File: config.mk
export PLATFORM = sky130hd
export DESIGN_NAME = json_nesting_depth_scanner
export DESIGN_NICKNAME = d
export VERILOG_FILES = /design/src/rtl/jnds_pkg.sv /design/src/rtl/jnds_scan.sv /design/src/rtl/jnds_out.sv /design/src/rtl/json_nesting_depth_scanner.sv
export SDC_FILE = /design/constraint.sdc
export NUM_CORES = 1
export LEC_CHECK = 0
export BUFFER_PORTS_ARGS = -buffer_cell sky130_fd_sc_hd__buf_4
export CORE_MARGIN = 2
export CORE_UTILIZATION = 25
export CTS_BUF_LIST = sky130_fd_sc_hd__clkbuf_16
export DETAILED_ROUTE_END_ITERATION = 8
export PLACE_DENSITY_LB_ADDON = 0.1
export SETUP_SLACK_MARGIN = 0.3
export SLEW_MARGIN = 20
export SYNTH_ARGS = -nofsm -noshare
export SYNTH_HDL_FRONTEND = slang
export SYNTH_SLANG_ARGS = --single-unit
File: constraint.sdc
create_clock -name clk_i -period 3.2 [get_ports clk_i]
set_clock_uncertainty 0.15 [all_clocks]
set_input_delay 0.32 -clock clk_i [delete_from_list [all_inputs] [get_ports clk_i]]
set_output_delay 0.32 -clock clk_i [all_outputs]
set_load 0.005 [all_outputs]
File: src/rtl/jnds_pkg.sv
// Shared types and constants for the JSON nesting depth scanner.
// Used by every module under rtl/; has no dependencies of its own.
`timescale 1ns / 1ps

package jnds_pkg;

  localparam int unsigned BYTE_W = 8;

  // Character codes that steer the scan.
  localparam logic [BYTE_W-1:0] CHAR_LBRACK = 8'h5B;
  localparam logic [BYTE_W-1:0] CHAR_RBRACK = 8'h5D;
  localparam logic [BYTE_W-1:0] CHAR_LBRACE = 8'h7B;
  localparam logic [BYTE_W-1:0] CHAR_RBRACE = 8'h7D;
  localparam logic [BYTE_W-1:0] CHAR_QUOTE  = 8'h22;
  localparam logic [BYTE_W-1:0] CHAR_BSLASH = 8'h5C;

  localparam logic [BYTE_W-1:0] DEPTH_LIMIT_RESET = 8'd64;

  // One registered input byte handed to the scan stage.
  typedef struct packed {
    logic              step;
    logic [BYTE_W-1:0] text_byte;
    logic              last_byte;
  } scan_item_t;

  // Result of one message.
  typedef struct packed {
    logic [BYTE_W-1:0] max_depth;
    logic              over_limit;
  } scan_result_t;

endpackage

File: src/rtl/jnds_scan.sv
// Per-message scan state (quote, escape, depth counters, stop flag) and its update.
// Depends on jnds_pkg.
`timescale 1ns / 1ps

module jnds_scan import jnds_pkg::*; #(
  parameter int unsigned DEPTH_BITS = 8
) (
  input  logic              clk_i,
  input  logic              rst_ni,
  input  scan_item_t        item_i,
  input  logic [BYTE_W-1:0] depth_limit_i,
  output scan_result_t      result_o
);

  localparam int unsigned CMP_W = (DEPTH_BITS > BYTE_W) ? DEPTH_BITS : BYTE_W;
  localparam logic [DEPTH_BITS-1:0] DEPTH_MAX = {DEPTH_BITS{1'b1}};
  localparam logic [CMP_W-1:0] BYTE_MAX = CMP_W'({BYTE_W{1'b1}});

  logic                  in_quote_q, in_quote_d;
  logic                  escape_q, escape_d;
  logic [DEPTH_BITS-1:0] cur_q, cur_d;
  logic [DEPTH_BITS-1:0] deepest_q, deepest_d;
  logic                  stopped_q, stopped_d;

  logic                  is_open, is_close;
  logic [DEPTH_BITS-1:0] cur_inc;
  logic [CMP_W-1:0]      deepest_ext;

  assign is_open  = (item_i.text_byte == CHAR_LBRACK) || (item_i.text_byte == CHAR_LBRACE);
  assign is_close = (item_i.text_byte == CHAR_RBRACK) || (item_i.text_byte == CHAR_RBRACE);
  assign cur_inc  = (cur_q < DEPTH_MAX) ? cur_q + 1'b1 : cur_q;

  // Scanned values for this byte; a stopped message keeps its state.
  always_comb begin
    in_quote_d = in_quote_q;
    escape_d   = escape_q;
    cur_d      = cur_q;
    deepest_d  = deepest_q;
    stopped_d  = stopped_q;
    if (!stopped_q) begin
      if (in_quote_q) begin
        priority if (escape_q) begin
          escape_d = 1'b0;
        end else if (item_i.text_byte == CHAR_BSLASH) begin
          escape_d = 1'b1;
        end else if (item_i.text_byte == CHAR_QUOTE) begin
          in_quote_d = 1'b0;
        end else begin
          escape_d = escape_q;
        end
      end else begin
        priority if (item_i.text_byte == CHAR_QUOTE) begin
          in_quote_d = 1'b1;
        end else if (is_open) begin
          cur_d = cur_inc;
          if (cur_inc > deepest_q) begin
            deepest_d = cur_inc;
            if (CMP_W'(cur_inc) > CMP_W'(depth_limit_i)) begin
              stopped_d = 1'b1;
            end
          end
        end else if (is_close) begin
          if (cur_q != '0) begin
            cur_d = cur_q - 1'b1;
          end
        end else begin
          cur_d = cur_q;
        end
      end
    end
  end

  // The result reflects the byte just scanned; the output stage only keeps it on a last byte.
  assign deepest_ext          = CMP_W'(deepest_d);
  assign result_o.max_depth   = (deepest_ext > BYTE_MAX) ? {BYTE_W{1'b1}}
                                                         : deepest_ext[BYTE_W-1:0];
  assign result_o.over_limit  = stopped_d;

  always_ff @(posedge clk_i or negedge rst_ni) begin
    if (!rst_ni) begin
      in_quote_q <= 1'b0;
      escape_q   <= 1'b0;
      cur_q      <= '0;
      deepest_q  <= '0;
      stopped_q  <= 1'b0;
    end else if (item_i.step) begin
      if (item_i.last_byte) begin
        in_quote_q <= 1'b0;
        escape_q   <= 1'b0;
        cur_q      <= '0;
        deepest_q  <= '0;
        stopped_q  <= 1'b0;
      end else begin
        in_quote_q <= in_quote_d;
        escape_q   <= escape_d;
        cur_q      <= cur_d;
        deepest_q  <= deepest_d;
        stopped_q  <= stopped_d;
      end
    end
  end

endmodule

File: src/rtl/jnds_out.sv
// Result register for the master-side stream of the depth scanner.
// Depends on jnds_pkg.
`timescale 1ns / 1ps

module jnds_out import jnds_pkg::*; (
  input  logic         clk_i,
  input  logic         rst_ni,
  input  logic         load_i,
  input  scan_result_t result_i,
  input  logic         ready_i,
  output logic         valid_o,
  output scan_result_t result_o
);

  logic         valid_q, valid_d;
  scan_result_t result_q;

  assign valid_d = load_i | (valid_q & ~ready_i);

  always_ff @(posedge clk_i or negedge rst_ni) begin
    if (!rst_ni) begin
      valid_q <= 1'b0;
    end else begin
      valid_q <= valid_d;
    end
  end

  always_ff @(posedge clk_i) begin
    if (load_i) begin
      result_q <= result_i;
    end
  end

  assign valid_o  = valid_q;
  assign result_o = result_q;

endmodule

File: src/rtl/json_nesting_depth_scanner.sv
// Top level of the JSON nesting depth scanner: input register, scan stage, result register.
// Depends on jnds_pkg, jnds_scan and jnds_out.
`timescale 1ns / 1ps

// Usage:
// Bytes of a JSON message arrive on the slave stream, one per transfer, with
// s_axis_tlast on the final byte. Each message yields one result transfer on
// the master stream: the deepest bracket nesting in m_axis_tdata and the
// over-limit flag in m_axis_tuser.
// Throughput is one byte per cycle while the receiver does not hold back a final
// byte. A byte is held in the input register and scanned from there; as the last
// byte of a message leaves it, the result register that drives m_axis_tvalid is loaded.
// The depth limit is written through cfg_we_i / cfg_wdata_i while no message
// is in flight; it resets to 64.
// Reset clears the scan state, both stream valids and sets the limit to 64.
// When the receiver stalls, non-final bytes keep flowing; a final byte waits
// in the input register until the result register is free, and s_axis_tready
// drops for as long as it waits.
module json_nesting_depth_scanner import jnds_pkg::*; #(
  parameter int unsigned DEPTH_BITS = 8
) (
  input  logic              clk_i,
  input  logic              rst_ni,
  input  logic              cfg_we_i,
  input  logic [BYTE_W-1:0] cfg_wdata_i,
  input  logic              s_axis_tvalid,
  output logic              s_axis_tready,
  input  logic [BYTE_W-1:0] s_axis_tdata,   // [7:0] text_byte
  input  logic              s_axis_tlast,   // last_byte
  output logic              m_axis_tvalid,
  input  logic              m_axis_tready,
  output logic [BYTE_W-1:0] m_axis_tdata,   // [7:0] max_depth
  output logic              m_axis_tuser    // [0] over_limit
);

  logic [BYTE_W-1:0] depth_limit_q;
  logic              in_valid_q;
  logic [BYTE_W-1:0] in_byte_q;
  logic              in_last_q;
  logic              advance;
  logic              out_load;
  scan_item_t        item;
  scan_result_t      scan_res, out_res;

  always_ff @(posedge clk_i or negedge rst_ni) begin
    if (!rst_ni) begin
      depth_limit_q <= DEPTH_LIMIT_RESET;
    end else if (cfg_we_i) begin
      depth_limit_q <= cfg_wdata_i;
    end
  end

  // A held final byte moves on only when the result register can take its result.
  assign advance       = in_valid_q & ~(in_last_q & m_axis_tvalid & ~m_axis_tready);
  assign out_load      = advance & in_last_q;
  assign s_axis_tready = ~in_valid_q | advance;

  always_ff @(posedge clk_i or negedge rst_ni) begin
    if (!rst_ni) begin
      in_valid_q <= 1'b0;
    end else if (s_axis_tready) begin
      in_valid_q <= s_axis_tvalid;
    end
  end

  always_ff @(posedge clk_i) begin
    if (s_axis_tready && s_axis_tvalid) begin
      in_byte_q <= s_axis_tdata;
      in_last_q <= s_axis_tlast;
    end
  end

  assign item.step      = advance;
  assign item.text_byte = in_byte_q;
  assign item.last_byte = in_last_q;

  jnds_scan #(
    .DEPTH_BITS (DEPTH_BITS)
  ) u_scan (
    .clk_i         (clk_i),
    .rst_ni        (rst_ni),
    .item_i        (item),
    .depth_limit_i (depth_limit_q),
    .result_o      (scan_res)
  );

  jnds_out u_out (
    .clk_i    (clk_i),
    .rst_ni   (rst_ni),
    .load_i   (out_load),
    .result_i (scan_res),
    .ready_i  (m_axis_tready),
    .valid_o  (m_axis_tvalid),
    .result_o (out_res)
  );

  assign m_axis_tdata = out_res.max_depth;
  assign m_axis_tuser = out_res.over_limit;

`ifndef SYNTHESIS
  // A new result never overwrites one that has not been taken.
  a_no_overwrite: assert property (@(posedge clk_i) disable iff (!rst_ni)
    out_load |-> (!m_axis_tvalid || m_axis_tready))
    else $error("result register overwritten while stalled");

  // A final byte waiting on a stalled output blocks the input side.
  a_last_blocks: assert property (@(posedge clk_i) disable iff (!rst_ni)
    (in_valid_q && in_last_q && m_axis_tvalid && !m_axis_tready) |-> !s_axis_tready)
    else $error("input accepted while final byte is blocked");

  // A flagged result always reports a depth above the limit.
  a_flag_depth: assert property (@(posedge clk_i) disable iff (!rst_ni)
    (m_axis_tvalid && m_axis_tuser) |-> (m_axis_tdata > depth_limit_q))
    else $error("over-limit flag set with depth within limit");
`endif

endmodule

==> impl_results.md <==
* Status: finished, final reports clean
* Fin Setup TNS at 0 ns
* Worst-path maximum fanout at 3
* Grt ovf at 0
* CTS max path bufs at 2
* GP Congestion at 0.790
* Main synth FF type: dfrtp_1
* # fillers at 1141
* Core Area at 0.0108 mm²
* Number of core rows at 38
* Residual DRC count at 0
* Worst skew pair latency at 0.29 ns
* Max Transition Viols Final at 0
* Slew HR at 54.3%
* Largest net degree at the start of global routing at 30
* Antenna violations before repair at 0
* Final non-filler cell total at 489
* Diode count at 0
* Hold path startpoint: s_axis_tdata[5]
* Sink Count at 47
* First-pass GRT wire length at 12500 µm
* Most frequent cells in the layout: buf_4, nand2_1, o21ai_0
* Port Buf Inserts at 32
* Crit Path Class: register to register
* Initial Util at 25.6%
* DR vias/cell at 4.71
* Vias at 2304
* TritonCTS clock tree: built
* Clk pin slew, worst setup/hold paths at 0.07 ns
* Worst slew pin tran at 0.678 ns
* Drt total wl at 7290 µm
* Distinct cells, synth at 55
* Wirelength per Cell at 14.9 µm
* Net count after synthesis at 326
* GR Util met2 at 22.4%
* Met3 Track Usage GR at 2.13%
* RSZ-0062 raised after global routing: yes
* Met1 Track Usage GR at 18.7%
* GR Util All Layers at 13.6%
* Post-DP HPWL at 5420 µm
* Final setup viols at 0
* Number of enable flip-flop cells after synthesis at 18
* Final Cycle Share at 92.4%
* Crit end category: register
* TritonCTS Buffers at 5
* WP data arrival at 2.84 ns
* Die height at 109 µm
* Post-DRT Antenna Nets at 0
* Vias in the first global route at 2409
* Max Cap Viol at 0
* Area Growth Syn to Fin at 34.6%
* Layout cell share with drive strength beyond 1 at 30.9%
* Fin crit period at 2.96 ns
* Cells after Synth at 287
* CP Data Required Time at 3.09 ns
* GR peak layer: met2
* H-tree lvl count at 2
* Synthesized area at 0.00277 mm²
* CP startpoint kind: register
* Chip Width at 109 µm
* Root buf cell: clkbuf_16
* Avg Inst Size Synth at 9.66 µm²
* Most common cell after layout, fill and taps aside: buf_4
* Max frequency at 0.338 GHz
* Max VDD drop at 225 µV
* Final Hold Viols at 0
* Sequential-to-total area share from yosys stat at 45.7%
* Ports at 33
* Power Density at 394 mW/mm²
* Leak at 1.57 nW
* Die area at 0.0119 mm²
* FF-to-FF Start: u_scan.cur_q[1]
* Initial drt markers at 83
* Drt first pass iters at 4
* Critical Path Start: u_scan.cur_q[1]
* Post-synthesis register bit count at 47
* Yosys warnings at 0
* Layout Nets at 387
* Ys async rst share at 61.7%
* Hold/Removal Path Class: primary input to register
* Placed cell count at 469
## path summary, 6_finish.rpt
kind / slack, ns / endpoint / cells past startpoint
min in group asynchronous: 0.34 / depth_limit_q[2] / 2
worst max register to register: 0.24 / u_out.result_o[1] / 11
worst max-delay path: 0.24 / u_out.result_o[1] / 11
worst min register to register: 0.35 / u_scan.escape_q / 1
max in group asynchronous: 2.23 / u_scan.cur_q[3] / 2
worst min-delay path: 0.05 / in_byte_q[5] / 1
## Yosys cell counts (2+ instances only)
| master | number | share of area [%] |
|---|---|---|
| nor2_1 | 14 | 1.9 |
| mux2_2 | 2 | 0.81 |
| edfxtp_1 | 18 | 19 |
| nand2_1 | 35 | 4.7 |
| clkbuf_1 | 4 | 0.54 |
| a21oi_1 | 12 | 2.2 |
| ha_1 | 17 | 7.7 |
| nor4_1 | 2 | 0.45 |
| inv_1 | 19 | 2.6 |
| a22o_1 | 8 | 2.5 |
| or3_1 | 2 | 0.45 |
| o21ai_0 | 40 | 7.2 |
| nor2b_1 | 2 | 0.45 |
| a31oi_1 | 2 | 0.45 |
| nand2b_1 | 6 | 1.4 |
| mux2i_1 | 2 | 0.72 |
| and2_1 | 3 | 0.68 |
| and3_1 | 3 | 0.68 |
| nor3_1 | 10 | 1.8 |
| buf_4 | 6 | 1.6 |
| nand4_1 | 3 | 0.68 |
| nand4b_1 | 3 | 0.95 |
| dfrtp_1 | 28 | 25 |
| nand3_1 | 9 | 1.6 |
| o211ai_1 | 3 | 0.81 |
| nor3b_1 | 3 | 0.81 |
| xnor2_1 | 3 | 0.95 |
## layout make-up
class	count	area (µm²)	area share, %
Clock inverter	3	17.5	0.469
Tap cell	140	175	4.69
Sequential cell	47	1270	34.1
Clock buffer	5	125	3.35
Multi-Input combinational cell	209	1540	41.1
Timing Repair Buffer	66	536	14.3
Inverter	19	71.3	1.91
## cells by family after synthesis
group                    after synthesis  synth area share [%]
AND/OR/NAND/NOR                      104                  19.8
AO/OA/AOI/OAI                         79                  17.9
flip-flops                            47                  45.7
buffers and inverters                 31                  5.28
adder cells (fa/ha/maj)               17                  7.67
multiplexers                           5                  2.35
XOR/XNOR                               4                  1.26
## worst max-delay path, cell delays in order, from the launching register on
cell	delay, ns
dfrtp_1	0.41
buf_6	0.13
ha_4	0.16
and3_4	0.20
nor2_4	0.10
mux2i_4	0.10
ha_4	0.31
nand4_1	0.16
nor2_1	0.16
o211a_4	0.21
mux2i_4	0.28
mux2_4	0.33
## report_power, final
group / total (mW) / internal [mW] / switching (mW) / leakage (nW)
combinational: 0.268 / 0.125 / 0.143 / 0.951
clock: 0.527 / 0.289 / 0.238 / 0.0716
sequential: 0.678 / 0.657 / 0.0211 / 0.551
total: 1.47 / 1.07 / 0.401 / 1.57
## registers in the layout, summed over array words and instances, names as in the netlist, 8 cells and up
register          count
u_scan.cur_q          8
u_scan.deepest_q      8
depth_limit_q         8
in_byte_q             8
u_out.result_o        9
## per-layer routing
layer	share of wire [%]	vias up	wire length (µm)
met4	1.6	0	119
met5	0	-	0
met1	48	1100	3530
li1	-	1161	-
met2	47	34	3430
met3	2.9	9	215
## what timing repair did
| action | 4_1_cts | 5_1_grt |
|---|---|---|
| setup buffers | 9 | 1 |
| gates cloned | 1 | 0 |
| endpoints found under the setup margin | 18 | 18 |
| hold buffers | 1 | 0 |
| resized for setup | 39 | 12 |
| pin swaps | 19 | 10 |
| hold endpoints to repair | 28 | 0 |
## metrics by stage
step	cell area (µm²)	total power [mW]	util, %	setup slack [ns]	hold slack (ns)
4_1_cts	3670	1.49	33.9	0.249	0.0503
2_1_floorplan	2790	0.845	-	0.274	-0.126
6_report	3730	1.47	34.4	0.244	0.0542
3_3_place_gp	3290	0.941	30.4	0.0946	0.141
3_5_place_dp	3290	0.943	30.4	0.102	0.137
5_1_grt	3730	1.56	34.4	0.108	0.0493
No activity file was read; power rests on OpenSTA's default activity.
